===== src/sv/tile_directory_lookup_top_assert.svh =====
// Assertion macros shared by the lookup block.
// They expect signals named clk and rst in the module that uses them.
`ifndef TILE_DIRECTORY_LOOKUP_TOP_ASSERT_SVH
`define TILE_DIRECTORY_LOOKUP_TOP_ASSERT_SVH

`ifndef ASSERT_OFF
`define TDL_ASSERT(lbl, prop) \
  lbl: assert property (@(posedge clk) disable iff (rst) prop) \
    else $error("tile directory lookup: property failed");
`define TDL_ASSERT_NEVER(lbl, expr) \
  lbl: assert property (@(posedge clk) disable iff (rst) !(expr)) \
    else $error("tile directory lookup: forbidden condition seen");
`else
`define TDL_ASSERT(lbl, prop)
`define TDL_ASSERT_NEVER(lbl, expr)
`endif

`endif


===== src/sv/tdl_pkg.sv =====
`timescale 1ns / 1ps
package tdl_pkg;

  localparam int MAX_ENTRIES = 1024;
  localparam int ADDR_W      = $clog2(MAX_ENTRIES);
  localparam int CNT_W       = $clog2(MAX_ENTRIES + 1);

  // Parse phase codes.
  localparam logic [2:0] PH_COUNT = 3'd0;
  localparam logic [2:0] PH_IDS   = 3'd1;
  localparam logic [2:0] PH_RUNS  = 3'd2;
  localparam logic [2:0] PH_LENS  = 3'd3;
  localparam logic [2:0] PH_OFFS  = 3'd4;
  localparam logic [2:0] PH_DONE  = 3'd5;

  // Result status codes.
  localparam logic [1:0] ST_NOT_FOUND = 2'd0;
  localparam logic [1:0] ST_TILE      = 2'd1;
  localparam logic [1:0] ST_LEAF      = 2'd2;
  localparam logic [1:0] ST_REJECTED  = 2'd3;

  // Commands from the controller to the datapath.
  typedef struct packed {
    logic take;
    logic start;
    logic run;
    logic rearm;
  } tdl_cmd_t;

  // Status from the datapath to the controller.
  typedef struct packed {
    logic done;
  } tdl_stat_t;

endpackage


===== src/sv/tdl_control.sv =====
`timescale 1ns / 1ps
`include "tile_directory_lookup_top_assert.svh"
module tdl_control import tdl_pkg::*; (
  input  logic      clk,
  input  logic      rst,
  input  logic      in_valid,
  output logic      in_stall,
  input  logic      last_byte,
  output logic      out_valid,
  input  logic      out_stall,
  output tdl_cmd_t  cmd,
  input  tdl_stat_t stat
);

  typedef enum logic [2:0] {
    S_PARSE  = 3'b001,
    S_SEARCH = 3'b010,
    S_RESULT = 3'b100
  } state_t;

  state_t state, state_next;

  // Sequencing: parse bytes, walk entries, hold the result.
  always_comb begin
    state_next = state;
    cmd        = '0;
    in_stall   = 1'b1;
    out_valid  = 1'b0;
    case (state)
      S_PARSE: begin
        in_stall  = 1'b0;
        cmd.take  = in_valid;
        cmd.start = in_valid && last_byte;
        if (in_valid && last_byte) begin
          state_next = S_SEARCH;
        end
      end
      S_SEARCH: begin
        cmd.run = 1'b1;
        if (stat.done) begin
          state_next = S_RESULT;
        end
      end
      S_RESULT: begin
        out_valid = 1'b1;
        if (!out_stall) begin
          cmd.rearm  = 1'b1;
          state_next = S_PARSE;
        end
      end
      default: state_next = S_PARSE;
    endcase
  end

  always_ff @(posedge clk) begin
    if (rst) begin
      state <= S_PARSE;
    end else begin
      state <= state_next;
    end
  end

  `TDL_ASSERT(a_start_to_search, cmd.start |=> state == S_SEARCH)
  `TDL_ASSERT(a_done_to_result, (state == S_SEARCH && stat.done) |=> out_valid)
  `TDL_ASSERT_NEVER(a_no_take_when_busy, cmd.take && (cmd.run || out_valid))
  `TDL_ASSERT(a_rearm_on_transfer, cmd.rearm |=> !in_stall)

endmodule

===== config.mk =====
export PLATFORM = sky130hd
export DESIGN_NAME = tdl_control
export DESIGN_NICKNAME = d
export VERILOG_FILES = /design/src/sv/tdl_pkg.sv /design/src/sv/tdl_control.sv
export VERILOG_INCLUDE_DIRS = /design/src /design/src/sv
export SDC_FILE = /design/constraint.sdc
export NUM_CORES = 1
export LEC_CHECK = 0
export BUFFER_PORTS_ARGS = -buffer_cell sky130_fd_sc_hd__buf_2
export CAP_MARGIN = 0
export CORE_AREA = 8 8 45 47
export DETAILED_ROUTE_END_ITERATION = 12
export DIE_AREA = 0 0 53 55
export PLACE_DENSITY = 0.47
export REMOVE_ABC_BUFFERS = 1
export SYNTH_ARGS = -nofsm -noshare
export SYNTH_HDL_FRONTEND = slang
export SYNTH_SLANG_ARGS = --single-unit

===== constraint.sdc =====
create_clock -name clk -period 1.4 [get_ports clk]
set_input_delay 0.14 -clock clk [delete_from_list [all_inputs] [get_ports clk]]
set_output_delay 0.14 -clock clk [all_outputs]
set_load 0.02 [all_outputs]

# Word level (Yosys, flattened, before mapping)
# Cells that the tools add are included.
# totals
reg_bits	3
input_bits	6
# op_classes
eq_ne	6
muxes	10
reduce_logical	2
# ops
op	n
two-way mux 3 bit	3
one-hot mux 3 bit (3 select lines)	1
!= test 2 bit (second input constant)	3
two-way mux 1 bit	5
equality test 3 x 1 -> 1 bit (second input constant)	1
equality test 3 x 2 -> 1 bit (second input constant)	1
equality test 3 bit (second input constant)	1
AND reduction 3 bit	1
two-way mux 2 bit	1
logical AND 1 bit	1

# Longest topological paths before layout
# depth
word_depth	3
ltp_mapped	3
depth_no_buf	2

# Worst setup path before layout
# No wires, ideal clock.
# synth_path
path_type	register to output
start	reg state[2]
end	out cmd[0] (netlist bit)
arrival_time_ns	1.423
required_ns	1.260
setup_slack_ns	-0.163
stages_incl_launch_ff	3
path_cell_list	dfxtp_1 -> nor3b_1 -> nor2b_1
# synth_rtl
element	line_no	rtl
start: declaration	tdl_control.sv:21	state_t state, state_next;
start signal: assignment	tdl_control.sv:59	state <= state_next;
end: declaration	tdl_control.sv:11	output tdl_cmd_t cmd,

==> results.py <==
metrics = {
    "drt": {
        "drt_iter0_drc": 3,
        "avgViaCountPerCell": 4.25,
        "wl_um": 659,
        "avgRoutedWirePerCell_um": 11.8,
        "drtAntennaViolNets": 0,
        "vias": 238,
        "route.detailed.drc": 0,
        "drtPass1Iterations": 4,
    },
    "global_routing": {
        "grt_max_degree": 10,
        "grt_use_total": 0.0426,
        "overflow": 0,
        "antenna_found_initial": 0,
        "grt_pass1_wl_um": 897,
        "grt_pass1_vias": 237,
    },
    "floorplan": {
        "initial_core_util": 0.157,
        "die_w_um": 53,
        "placement_rows": 14,
        "core-area_mm2": 0.00138,
        "dieArea_mm2": 0.00292,
        "die_h_um": 55,
        "io_pins": 12,
    },
    "placed_design": {
        "io_buffers": 11,
        "detailedPlace.worstSlack_ps": 124,
        "routabilityCongestion": 0.647,
        "dpl.hpwl_um": 429,
        "postPlaceCellArea_um2": 274,
        "dp_cells": 49,
    },
    "timing": {
        "finalCriticalPeriod_ps": 1380,
        "period_share": 0.986,
        "setup_ws_ps": 18.9,
        "final_hold_viol_count": 0,
        "final-setup-viol-count": 0,
        "rsz0062_at_grt": "true",
        "tightest_slew_ps": 218,
        "fmax_mhz": 724,
        "relSlewSlack": 0.852,
        "fin_skew_ps": 3.63,
        "drv_slew": 0,
    },
    "logic_synthesis": {
        "synthAdderAreaFrac": 0,
        "synthXorXnorAreaFrac": 0,
        "synth-seq-area-share": 0.276,
        "synth_edf_count": 0,
        "yosys_warnings": 0,
        "synth_cell_type_count": 18,
        "synth_top_area_cell": "dfxtp_1",
        "synth-compound-area-share": 0.144,
        "synth-seq-cells": 3,
        "synth_area_per_cell_um2": 9.07,
        "syn_area_um2": 218,
        "synth-simple-area-share": 0.460,
        "syn_inst": 24,
        "synthFlopType": "dfxtp_1",
        "yosys-top-cells-area": "dfxtp_1 (28%), or3b_1 (8.0%), nor3b_1 (6.9%), a211oi_2 (5.7%), buf_6 (5.2%)",
        "synth_top_family_by_area": "simple AND/OR/NAND/NOR gates",
        "synth_top_area_frac": 0.276,
        "synthArstFlopShare": 0,
        "synthMuxAreaShare": 0,
    },
    "cells_and_area": {
        "drive_gt1_frac": 0.600,
        "layout.cells.most_common": "buf_2",
        "largest_reg_flops": 3,
        "fin_area_um2": 364,
        "instances_no_fill": 56,
        "n_antenna_cell": 0,
        "mostFrequentLayoutCells": "buf_2 (9), clkbuf_4 (3), buf_4 (3), dfxtp_4 (3)",
        "utilization": 0.263,
        "fin_nets": 47,
        "largest-register": "state",
        "reg.largest.list": "state x3",
        "area_growth_pct": 67.2,
    },
    "critical_path": {
        "timing.rr.end": "state[2]$_SDFFE_PP0P_",
        "path_max_fanout": 8,
        "startpoint_type": "flip-flop",
        "path_depth": 3,
        "critPathRequiredTime_ps": 1260,
        "path_buf_inv": 1,
        "endpoint_kind": "primary output",
        "r2r-start": "state[2]$_SDFFE_PP0P_",
        "slowest_stage": "or3b_4",
        "r2r_cells": 3,
        "worstSetupPathType": "reg2out",
        "path_cells": "or3b_4 > nor2_4 > buf_6",
        "cp_top_family": "simple AND/OR/NAND/NOR gates",
        "critPathMaxStageDelay_ps": 430,
        "reg2reg_slack_ps": 200,
        "critPathArrivalTime_ps": 1240,
    },
    "power": {
        "leakage_nw": 0.161,
        "p_per_area_mw_per_mm2": 860,
        "peakVddDrop_mv": 0.231,
        "finalPower_w": 0.000313,
    },
    "hold_path": {
        "min_from": "rst",
        "hp-class": "in2reg",
        "holdPathEnd": "state[1]$_SDFFE_PP0P_",
        "holdPathStages": 2,
    },
    "clock_tree": {
        "cts_root_buf": "clkbuf_4",
        "ctsHoldBuffers": 0,
        "cts_buffers": 3,
        "htree_levels": 1,
        "cts.sinks": 3,
        "clkTransAtPathRegs_ps": 40,
        "clock_latency_ps": 230,
        "tritoncts": "yes",
        "clk_path_buf_depth": 2,
    },
    "run_status": {
        "status": "finished clean",
    },
    "run": {
        "maxCapViolations": 0,
    },
}
## Yosys cell counts, types with 2 or more instances
master and count:
dfxtp_1 3, inv_1 2, nor2_1 2, nor3b_1 2, or3b_1 2
## area by class of cell
class / instances / area, µm²
Timing Repair Buffer: 14 / 90.1
Tap cell: 16 / 20.0
Multi-Input combinational cell: 17 / 149
Inverter: 2 / 7.51
Fill cell: 149 / 1020
Sequential cell: 3 / 71.3
Clock buffer: 4 / 26.3
## routing by layer
layer  global-route usage  up-vias  wire, µm
met1               0.0577      105       335
met4               0.0517        0         0
met5                    0        -         0
li1                     -      120         -
met2               0.0469       13       266
met3               0.0107        0        58
## cells by family (layout without fill, tap and decap cells)
| logic type | count (synthesis) | in the layout |
|---|---|---|
| AOI/OAI and AO/OA | 4 | 4 |
| buffers and inverters | 4 | 20 |
| DFF | 3 | 3 |
| and+or+nand+nor | 13 | 13 |
## report_power, final
part / internal (W) / switching (W)
Combinational: 0.0000346 / 0.0000335
Clock: 0.000107 / 0.0000473
Sequential: 0.0000859 / 0.00000478
## metrics by stage
step / hold slack, ps / TNS [ps]
2_1_floorplan: 205 / -163
3_3_place_gp: 341 / 0
3_5_place_dp: 341 / 0
4_1_cts: 85.3 / 0
5_1_grt: 96.4 / -30.2
6_report: 91.8 / 0
## repair_timing
| item | CTS | global route |
|---|---|---|
| buffers inserted | 2 | 1 |
| endpoints found under the hold margin | 0 | 0 |
| setup endpoints to repair | 4 | 2 |
| pin swaps | 0 | 2 |
| gates resized for setup | 6 | 9 |
## worst max path at each step
stage | start | end | slack, ps
after global placement | state[0]$_SDFFE_PP1P_ | cmd[2] | 150
after floorplan | state[2]$_SDFFE_PP0P_ | cmd[0] | -160
after global routing | state[2]$_SDFFE_PP0P_ | cmd[2] | -20
after detailed placement | state[0]$_SDFFE_PP1P_ | cmd[2] | 120
after CTS | state[1]$_SDFFE_PP0P_ | cmd[2] | 8
final | state[2]$_SDFFE_PP0P_ | cmd[2] | 20
Note: power is estimated with default switching activity, not from simulation.
